**config.mk**
```make
export PLATFORM = sky130hd
export DESIGN_NAME = two_button_press_classifier
export DESIGN_NICKNAME = d
export VERILOG_FILES = /design/src/hdl/tbpc_pkg.sv /design/src/hdl/tbpc_csr.sv /design/src/hdl/tbpc_button.sv /design/src/hdl/tbpc_classify.sv /design/src/hdl/two_button_press_classifier.sv
export VERILOG_INCLUDE_DIRS = /design/src /design/src/hdl
export SDC_FILE = /design/constraint.sdc
export NUM_CORES = 1
export LEC_CHECK = 0
export BUFFER_PORTS_ARGS = -buffer_cell sky130_fd_sc_hd__buf_2
export CAP_MARGIN = 20
export CORE_ASPECT_RATIO = 0.8
export CORE_MARGIN = 3
export CORE_UTILIZATION = 55
export DETAILED_ROUTE_END_ITERATION = 8
export GPL_TIMING_DRIVEN = 0
export HOLD_SLACK_MARGIN = 0.03
export PLACE_DENSITY = 0.83
export SLEW_MARGIN = 20
export SYNTH_ARGS = -nofsm -noshare
export SYNTH_HDL_FRONTEND = slang
export SYNTH_SLANG_ARGS = --single-unit
```
**constraint.sdc**
```tcl
create_clock -name clock -period 15.32 [get_ports clock]
set_input_delay 0 -clock clock [delete_from_list [all_inputs] [get_ports clock]]
set_output_delay 0 -clock clock [all_outputs]
set_load 0.05 [all_outputs]
```
**src/hdl/two_button_press_classifier_macros.svh**
```systemverilog
// Assertion macros used by the two-button press classifier top level.
`ifndef TWO_BUTTON_PRESS_CLASSIFIER_MACROS_SVH
`define TWO_BUTTON_PRESS_CLASSIFIER_MACROS_SVH

// Same-cycle implication, disabled while reset is high.
`define TBPC_ASSERT_IMPLIES(label, clk, rst, ante, cons, msg) \
   label: assert property (@(posedge clk) disable iff (rst) (ante) |-> (cons)) \
      else $error(msg);

// Next-cycle implication, disabled while reset is high.
`define TBPC_ASSERT_NEXT(label, clk, rst, ante, cons, msg) \
   label: assert property (@(posedge clk) disable iff (rst) (ante) |=> (cons)) \
      else $error(msg);

`endif

```
**src/hdl/tbpc_pkg.sv**
```systemverilog
// Shared types, register map and event codes of the two-button press classifier.
`timescale 1ns / 1ps

package tbpc_pkg;

   // Default width of the wrapping millisecond time arithmetic
   localparam int TIME_BITS_DEFAULT = 32;

   // Configuration port geometry
   localparam int CSR_ADDR_BITS = 4;
   localparam int CSR_DATA_BITS = 32;

   // Register indexes (byte address = 4 * index)
   localparam logic [1:0] REG_DEBOUNCE_MS    = 2'd0;
   localparam logic [1:0] REG_LONG_PRESS_MS  = 2'd1;
   localparam logic [1:0] REG_BOTH_WINDOW_MS = 2'd2;
   localparam logic [1:0] REG_INVERT_LEVELS  = 2'd3;

   // Register reset values
   localparam logic [15:0] DEBOUNCE_MS_RESET    = 16'd50;
   localparam logic [15:0] LONG_PRESS_MS_RESET  = 16'd1000;
   localparam logic [15:0] BOTH_WINDOW_MS_RESET = 16'd200;

   typedef enum logic [2:0] {
      EV_NONE      = 3'd0,
      EV_BOTH_LONG = 3'd1,
      EV_LONG_ONE  = 3'd2,
      EV_LONG_TWO  = 3'd3,
      EV_SHORT_ONE = 3'd4,
      EV_SHORT_TWO = 3'd5
   } event_code_type;

   typedef struct packed {
      logic [15:0] debounce_ms;
      logic [15:0] long_press_ms;
      logic [15:0] both_window_ms;
      logic        invert_levels;
   } config_type;

   // Per-button outcome of this poll's debounce step
   typedef struct packed {
      logic changed;   // level change taken on this poll
      logic stable;    // debounced level after this poll
      logic flag;      // pressed flag before event consumption
   } button_status_type;

   // Classifier decision
   typedef struct packed {
      event_code_type code;
      logic           clear_one;
      logic           clear_two;
   } verdict_type;

endpackage

```
**src/hdl/tbpc_csr.sv**
```systemverilog
// Configuration registers behind the APB-style port.
`timescale 1ns / 1ps

module tbpc_csr (
   input  logic                              clock,
   input  logic                              reset,
   input  logic                              psel,
   input  logic                              penable,
   input  logic                              pwrite,
   input  logic [tbpc_pkg::CSR_ADDR_BITS-1:0] paddr,
   input  logic [tbpc_pkg::CSR_DATA_BITS-1:0] pwdata,
   output logic [tbpc_pkg::CSR_DATA_BITS-1:0] prdata,
   output logic                              pready,
   output tbpc_pkg::config_type              config_out
);
   import tbpc_pkg::*;

   config_type cfg_ff;
   logic [1:0] reg_index;
   logic       write_transfer;

   assign reg_index      = paddr[3:2];
   assign write_transfer = psel && penable && pwrite;
   assign pready         = 1'b1;
   assign config_out     = cfg_ff;

   // Register writes
   always_ff @(posedge clock) begin
      if (reset) begin
         cfg_ff.debounce_ms    <= DEBOUNCE_MS_RESET;
         cfg_ff.long_press_ms  <= LONG_PRESS_MS_RESET;
         cfg_ff.both_window_ms <= BOTH_WINDOW_MS_RESET;
         cfg_ff.invert_levels  <= 1'b0;
      end else if (write_transfer) begin
         unique case (reg_index)
            REG_DEBOUNCE_MS:    cfg_ff.debounce_ms    <= pwdata[15:0];
            REG_LONG_PRESS_MS:  cfg_ff.long_press_ms  <= pwdata[15:0];
            REG_BOTH_WINDOW_MS: cfg_ff.both_window_ms <= pwdata[15:0];
            REG_INVERT_LEVELS:  cfg_ff.invert_levels  <= pwdata[0];
            default: ;
         endcase
      end
   end

   // Read-back mux
   always_comb begin
      unique case (reg_index)
         REG_DEBOUNCE_MS:    prdata = CSR_DATA_BITS'(cfg_ff.debounce_ms);
         REG_LONG_PRESS_MS:  prdata = CSR_DATA_BITS'(cfg_ff.long_press_ms);
         REG_BOTH_WINDOW_MS: prdata = CSR_DATA_BITS'(cfg_ff.both_window_ms);
         REG_INVERT_LEVELS:  prdata = CSR_DATA_BITS'(cfg_ff.invert_levels);
         default:            prdata = '0;
      endcase
   end

endmodule

```
**src/hdl/tbpc_button.sv**
```systemverilog
// Debounce and press-tracking state of one button.
`timescale 1ns / 1ps

module tbpc_button #(
   parameter int TIME_BITS = tbpc_pkg::TIME_BITS_DEFAULT
) (
   input  logic                          clock,
   input  logic                          reset,
   input  logic                          update,      // commit this poll
   input  logic                          level,       // level after inversion
   input  logic [TIME_BITS-1:0]          now,
   input  logic [15:0]                   debounce_ms,
   input  logic                          clear_flag,  // press consumed by a long event
   output tbpc_pkg::button_status_type   status,
   output logic [TIME_BITS-1:0]          start_time
);
   import tbpc_pkg::*;

   logic                 stable_ff, stable_in;
   logic                 last_raw_ff;
   logic                 flag_ff, flag_in;
   logic [TIME_BITS-1:0] last_change_ff, last_change_in;
   logic [TIME_BITS-1:0] start_ff, start_in;
   logic [TIME_BITS-1:0] since_change;
   logic                 changed;

   // Debounce: level moved and more than the debounce time since the last change
   assign since_change = now - last_change_ff;
   assign changed      = (level != last_raw_ff) &&
                         (since_change > TIME_BITS'(debounce_ms));

   always_comb begin
      stable_in      = changed ? level : stable_ff;
      last_change_in = changed ? now : last_change_ff;
      start_in       = (changed && level) ? now : start_ff;
      flag_in        = changed ? level : flag_ff;
   end

   assign status.changed = changed;
   assign status.stable  = stable_in;
   assign status.flag    = flag_in;
   assign start_time     = start_in;

   // State commit on each processed poll
   always_ff @(posedge clock) begin
      if (reset) begin
         stable_ff      <= 1'b0;
         last_raw_ff    <= 1'b0;
         flag_ff        <= 1'b0;
         last_change_ff <= '0;
         start_ff       <= '0;
      end else if (update) begin
         stable_ff      <= stable_in;
         last_raw_ff    <= level;
         flag_ff        <= flag_in && !clear_flag;
         last_change_ff <= last_change_in;
         start_ff       <= start_in;
      end
   end

endmodule

```
**src/hdl/tbpc_classify.sv**
```systemverilog
// Event priority logic: joint long, single long, then short press.
`timescale 1ns / 1ps

module tbpc_classify #(
   parameter int TIME_BITS = tbpc_pkg::TIME_BITS_DEFAULT
) (
   input  tbpc_pkg::button_status_type status_one,
   input  tbpc_pkg::button_status_type status_two,
   input  logic [TIME_BITS-1:0]        start_one,
   input  logic [TIME_BITS-1:0]        start_two,
   input  logic [TIME_BITS-1:0]        now,
   input  logic [15:0]                 long_press_ms,
   input  logic [15:0]                 both_window_ms,
   output tbpc_pkg::verdict_type       verdict
);
   import tbpc_pkg::*;

   logic [TIME_BITS-1:0] hold_one, hold_two;
   logic [TIME_BITS-1:0] start_gap, start_dist;
   logic [TIME_BITS-1:0] long_lim;
   logic                 long_one, long_two, in_window;

   assign long_lim = TIME_BITS'(long_press_ms);
   assign hold_one = now - start_one;
   assign hold_two = now - start_two;

   // Circular distance between the press starts; the half-range tie stays as is
   assign start_gap  = start_one - start_two;
   assign start_dist = start_gap[TIME_BITS-1] ? (TIME_BITS'(0) - start_gap) : start_gap;
   assign in_window  = start_dist <= TIME_BITS'(both_window_ms);

   assign long_one = status_one.flag && (hold_one > long_lim);
   assign long_two = status_two.flag && (hold_two > long_lim);

   always_comb begin
      verdict.code      = EV_NONE;
      verdict.clear_one = 1'b0;
      verdict.clear_two = 1'b0;
      priority if (long_one && long_two && in_window) begin
         verdict.code      = EV_BOTH_LONG;
         verdict.clear_one = 1'b1;
         verdict.clear_two = 1'b1;
      end else if (long_one && !status_two.flag) begin
         verdict.code      = EV_LONG_ONE;
         verdict.clear_one = 1'b1;
      end else if (long_two && !status_one.flag) begin
         verdict.code      = EV_LONG_TWO;
         verdict.clear_two = 1'b1;
      end else if (status_one.changed && !status_one.stable && hold_one < long_lim) begin
         verdict.code = EV_SHORT_ONE;
      end else if (status_two.changed && !status_two.stable && hold_two < long_lim) begin
         verdict.code = EV_SHORT_TWO;
      end else begin
         verdict.code = EV_NONE;
      end
   end

endmodule

```
**src/hdl/two_button_press_classifier.sv**
```systemverilog
// Top level of the two-button debouncer and press classifier.
`timescale 1ns / 1ps
`include "two_button_press_classifier_macros.svh"

// Two-button press classifier. Each poll transfer carries two raw button
// levels and a free-running millisecond time; each poll gives exactly one
// result with an event code (none, both long, long one, long two, short one,
// short two) and the two pressed flags. One poll is taken every clock cycle
// unless req_stall holds it back; a taken poll sits in the input register,
// and its result is loaded into the result register when that register is
// free or drains, and is offered from there. The debounce, hold-time and
// window compares all sit in the single stage between the two registers,
// which also commits the per-button state. Time arithmetic wraps modulo
// 2^TIME_BITS. Registers are to be written by the user over the APB-style
// port only while no poll is in flight; the block does not enforce this.
module two_button_press_classifier #(
   parameter int TIME_BITS = tbpc_pkg::TIME_BITS_DEFAULT
) (
   input  logic                              clock,
   input  logic                              reset,
   // Poll channel
   input  logic                              req_valid,
   output logic                              req_stall,
   input  logic                              req_raw_level_one,
   input  logic                              req_raw_level_two,
   input  logic [31:0]                       req_now_ms,
   // Result channel
   output logic                              rsp_valid,
   input  logic                              rsp_stall,
   output logic [2:0]                        rsp_event_code,
   output logic                              rsp_held_one,
   output logic                              rsp_held_two,
   // Configuration port
   input  logic                              psel,
   input  logic                              penable,
   input  logic                              pwrite,
   input  logic [tbpc_pkg::CSR_ADDR_BITS-1:0] paddr,
   input  logic [tbpc_pkg::CSR_DATA_BITS-1:0] pwdata,
   output logic [tbpc_pkg::CSR_DATA_BITS-1:0] prdata,
   output logic                              pready
);
   import tbpc_pkg::*;

   config_type           cfg;
   logic                 in_valid_ff, in_valid_in;
   logic                 raw_one_ff, raw_two_ff;
   logic [31:0]          now_raw_ff;
   logic [TIME_BITS-1:0] now;
   logic                 advance, req_transfer;
   button_status_type    status_one, status_two;
   logic [TIME_BITS-1:0] start_one, start_two;
   verdict_type          verdict;
   logic                 out_valid_ff;
   event_code_type       event_ff;
   logic                 held_one_ff, held_two_ff;

   tbpc_csr u_csr (
      .clock      (clock),
      .reset      (reset),
      .psel       (psel),
      .penable    (penable),
      .pwrite     (pwrite),
      .paddr      (paddr),
      .pwdata     (pwdata),
      .prdata     (prdata),
      .pready     (pready),
      .config_out (cfg)
   );

   // Handshake: the stage moves when the result register is free or drains
   assign advance      = !out_valid_ff || !rsp_stall;
   assign req_stall    = in_valid_ff && !advance;
   assign req_transfer = req_valid && !req_stall;
   assign in_valid_in  = req_transfer || (in_valid_ff && !advance);

   // Input register
   always_ff @(posedge clock) begin
      if (reset) begin
         in_valid_ff <= 1'b0;
      end else begin
         in_valid_ff <= in_valid_in;
      end
   end

   always_ff @(posedge clock) begin
      if (req_transfer) begin
         raw_one_ff <= req_raw_level_one;
         raw_two_ff <= req_raw_level_two;
         now_raw_ff <= req_now_ms;
      end
   end

   assign now = TIME_BITS'(now_raw_ff);

   tbpc_button #(.TIME_BITS(TIME_BITS)) u_button_one (
      .clock       (clock),
      .reset       (reset),
      .update      (in_valid_ff && advance),
      .level       (raw_one_ff ^ cfg.invert_levels),
      .now         (now),
      .debounce_ms (cfg.debounce_ms),
      .clear_flag  (verdict.clear_one),
      .status      (status_one),
      .start_time  (start_one)
   );

   tbpc_button #(.TIME_BITS(TIME_BITS)) u_button_two (
      .clock       (clock),
      .reset       (reset),
      .update      (in_valid_ff && advance),
      .level       (raw_two_ff ^ cfg.invert_levels),
      .now         (now),
      .debounce_ms (cfg.debounce_ms),
      .clear_flag  (verdict.clear_two),
      .status      (status_two),
      .start_time  (start_two)
   );

   tbpc_classify #(.TIME_BITS(TIME_BITS)) u_classify (
      .status_one     (status_one),
      .status_two     (status_two),
      .start_one      (start_one),
      .start_two      (start_two),
      .now            (now),
      .long_press_ms  (cfg.long_press_ms),
      .both_window_ms (cfg.both_window_ms),
      .verdict        (verdict)
   );

   // Result register
   always_ff @(posedge clock) begin
      if (reset) begin
         out_valid_ff <= 1'b0;
      end else if (advance) begin
         out_valid_ff <= in_valid_ff;
      end
   end

   always_ff @(posedge clock) begin
      if (advance && in_valid_ff) begin
         event_ff    <= verdict.code;
         held_one_ff <= status_one.flag && !verdict.clear_one;
         held_two_ff <= status_two.flag && !verdict.clear_two;
      end
   end

   assign rsp_valid      = out_valid_ff;
   assign rsp_event_code = event_ff;
   assign rsp_held_one   = held_one_ff;
   assign rsp_held_two   = held_two_ff;

   // A joint long press consumes both presses
   `TBPC_ASSERT_IMPLIES(a_both_long_clears, clock, reset, rsp_valid && (event_ff == EV_BOTH_LONG), !rsp_held_one && !rsp_held_two, "both-long event left a pressed flag set")
   // A single long press of one button leaves neither flag set
   `TBPC_ASSERT_IMPLIES(a_single_long_clears, clock, reset, rsp_valid && ((event_ff == EV_LONG_ONE) || (event_ff == EV_LONG_TWO)), !rsp_held_one && !rsp_held_two, "single long event left a pressed flag set")
   // Polls are only held back while the input register is occupied
   `TBPC_ASSERT_IMPLIES(a_stall_only_when_full, clock, reset, req_stall, in_valid_ff, "poll stalled with empty input register")
   // A poll that moves on shows up as a result in the next cycle
   `TBPC_ASSERT_NEXT(a_poll_reaches_output, clock, reset, in_valid_ff && advance, out_valid_ff, "processed poll did not reach the result register")

endmodule

```
==> results.sh <==
export IMPL_min_period_ps=14770
export IMPL_antenna_found_initial=1
export IMPL_timing_hold_violations_final=0
export IMPL_fin_nets=3512
export IMPL_grt_overflow=0
export IMPL_layout_drive_gt1_share=0.0661
export IMPL_synth_top_area_frac=0.162
export IMPL_track_usage=0.375
export IMPL_synth_area_leaders="dfxtp_1 (16%), ha_1 (13%), a21oi_1 (6.3%)"
export IMPL_yosysTopAreaCell="dfxtp_1"
export IMPL_root_buffer="clkbuf_16"
export IMPL_async_flop_share=0
export IMPL_postLayoutSetupSlackWorst_ps=550
export IMPL_internal_power_mw=1.46
export IMPL_hp_class="input port to flip-flop"
export IMPL_power_density_nw_per_um2=104
export IMPL_p_leak_nw=10.3
export IMPL_yosysSeqAreaShare=0.214
export IMPL_grt_pass1_vias=22400
export IMPL_fin_cells=3760
export IMPL_cp_arrival_ps=15050
export IMPL_drtAntennaViolNets=0
export IMPL_p_sw_mw=1.16
export IMPL_criticalPathCategory="flip-flop to flip-flop"
export IMPL_netlist_area_um2=22600
export IMPL_ys_types=102
export IMPL_place_ws_ps=-752
export IMPL_vias=24700
export IMPL_num_antenna_cells=0
export IMPL_fin_tns_setup_ps=0
export IMPL_clkPwrFrac=0.240
export IMPL_setup_viol=0
export IMPL_port_buffers=80
export IMPL_drv_slew=0
export IMPL_start_util=0.565
export IMPL_yosysWarningCount=0
export IMPL_drtIter0Drc=3154
export IMPL_run_status="finished, final reports clean"
export IMPL_syn2layout_area_growth_pct=11.7
export IMPL_drtPass1Iterations=7
export IMPL_critical_path_most_common_cell="a21oi_1"
export IMPL_dp_hpwl_um=67300
export IMPL_cts_sinks=222
export IMPL_drcViolationCount=0
export IMPL_core_um2=40000
export IMPL_slowest_stage="edfxtp_1"
export IMPL_grt_pass1_wl_um=129000
export IMPL_synth_most_common_cell="nand2_1"
export IMPL_start_kind="flip-flop"
export IMPL_dpl_cell_count=3651
export IMPL_synth_edf_count=39
export IMPL_period_share=0.964
export IMPL_cts_tree="built"
export IMPL_worstMarginPinSlew_ps=1190
export IMPL_yosys_top_cells_count="nand2_1 (350), a21oi_1 (283), nor2_1 (263)"
export IMPL_placementRows=65
export IMPL_finClkSkew_ps=26.3
export IMPL_gp_congestion=1.06
export IMPL_grt_max_degree=20
export IMPL_worstPathRequired_ps=15600
export IMPL_critPathMaxStageDelay_ps=820
export IMPL_htree_levels=1
export IMPL_pwr_share_seq=0.252
export IMPL_power_frac_comb=0.508
export IMPL_power_switching_share=0.443
export IMPL_cts_buffers=26
export IMPL_die_area_um2=43600
export IMPL_die_width_um=233
export IMPL_relSlewSlack=0.199
export IMPL_peakVddDrop_mv=0.0971
export IMPL_worstPathMaxFanout=10
export IMPL_cts_buffer_depth=3
export IMPL_chipHeight_um=187
export IMPL_maxCapViolCount=0
export IMPL_clock_latency_ps=570
export IMPL_end_kind="flip-flop"
export IMPL_routed_via_density=6.58
export IMPL_max_freq_mhz=67.7
export IMPL_pin_count=117
export IMPL_wirelength_um=85900
export IMPL_ys_ff_latch=222
export IMPL_synth_avg_cell_area_um2=7.49
export IMPL_rsz0062_at_grt="no"
export IMPL_wire_per_inst_um=22.8
export IMPL_clkTransAtPathRegs_ps=70
export IMPL_synth_ff_type="dfxtp_1"
export IMPL_holdWs_ps=48.1
export IMPL_postSynthCellCount=3019
==> path summary, 6_finish.rpt <==
check                                  startpoint                               to  cells after the start  slack, ps
setup / recovery                          now[12]                     rsp_held_one                     54        550
hold / removal                           paddr[3]             u_csr.config_out[35]                      4         50
setup reg to reg                          now[12]                     rsp_held_one                     54        550
hold reg to reg   u_button_two.last_change_ff[17]  u_button_two.last_change_ff[17]                      2        460
==> critical path, delay by kind of cell (launching register included) <==
family | cells | cell delay [ps]
AO/OA/AOI/OAI | 25 | 5550
flip-flops | 1 | 820
buffers and inverters | 4 | 1800
adder cells (fa/ha/maj) | 4 | 1350
AND/OR/NAND/NOR | 18 | 4040
XOR/XNOR | 3 | 870
==> logic make-up after synthesis <==
kind of cell,count (synthesis),share of synthesized area
simple gates,1042,0.219
other cells,2,0.000332
compound gates,909,0.269
flops,222,0.214
fa+ha+maj,236,0.132
xor+xnor,117,0.0453
buf+inv,367,0.0649
mux,124,0.0559
==> registers in the layout, summed over array words and instances (netlist names), 3 cells and up <==
| signal | cells |
|---|---|
| u_button_two.start_ff | 32 |
| u_button_one.last_change_ff | 32 |
| now | 32 |
| u_csr.config_out | 49 |
| u_button_one.start_ff | 32 |
| rsp_event_code | 3 |
| u_button_two.last_change_ff | 32 |
==> power groups by stage <==
stage               Clock (mW)  Sequential (mW)  Combinational (mW)
finish                   0.631            0.662                1.33
global route             0.655            0.662                1.44
CTS                      0.630            0.659                1.28
detailed placement           0            0.671                1.26
global placement             0            0.670                1.22
floorplan                    0            0.657               0.924
==> through the flow <==
stage	instance area, µm²	utilization	power (mW)
3_3_place_gp	23700	0.593	1.89
3_5_place_dp	23800	0.595	1.93
2_1_floorplan	22700	-	1.58
5_1_grt	25300	0.632	2.76
4_1_cts	25200	0.631	2.57
6_report	25300	0.632	2.63
==> placed cells by master, fill, tap and decap left out, types with 22 or more instances in the layout <==
master / count
a211oi_1: 75
a21o_1: 106
a21oi_1: 282
and2_1: 25
and3_1: 23
buf_2: 86
buf_4: 23
clkbuf_1: 138
clkbuf_16: 28
dfxtp_1: 183
dlygate4sd3_1: 59
edfxtp_1: 39
ha_1: 226
inv_1: 199
mux2i_1: 117
nand2_1: 350
nand2b_1: 33
nand3_1: 78
nand4_1: 61
nor2_1: 263
nor2b_1: 40
nor3_1: 54
o211ai_1: 34
o21a_1: 29
o21ai_0: 137
or3_1: 22
xnor2_1: 71
xor2_1: 45
==> what timing repair did <==
action                                  CTS  global route
hold endpoints to repair                102             0
endpoints found under the setup margin    5             5
hold buffers                             59             0
setup buffers                             0             3
pin swaps                                 0             1
cloned                                    0             0
resized for setup                         4             7
==> final cells by class <==
class	count	area [µm²]
plain buffers	166	721
clock buffers	36	771
clock inverters	12	73.8
fillers	3607	14700
inverters	200	751
multi-input cells	2445	16400
flip-flops and latches	222	4830
well taps	536	671
repair buffers	143	1040
==> metal layers <==
metal | vias to the layer above | GRT usage | part of all wire
met4 | 2 | 0.109 | 0.035
met5 | - | 0 | 0.00015
met3 | 250 | 0.104 | 0.13
met1 | 11700 | 0.546 | 0.43
met2 | 1481 | 0.536 | 0.40
li1 | 11400 | - | -
(Power assumes the default switching activity.)
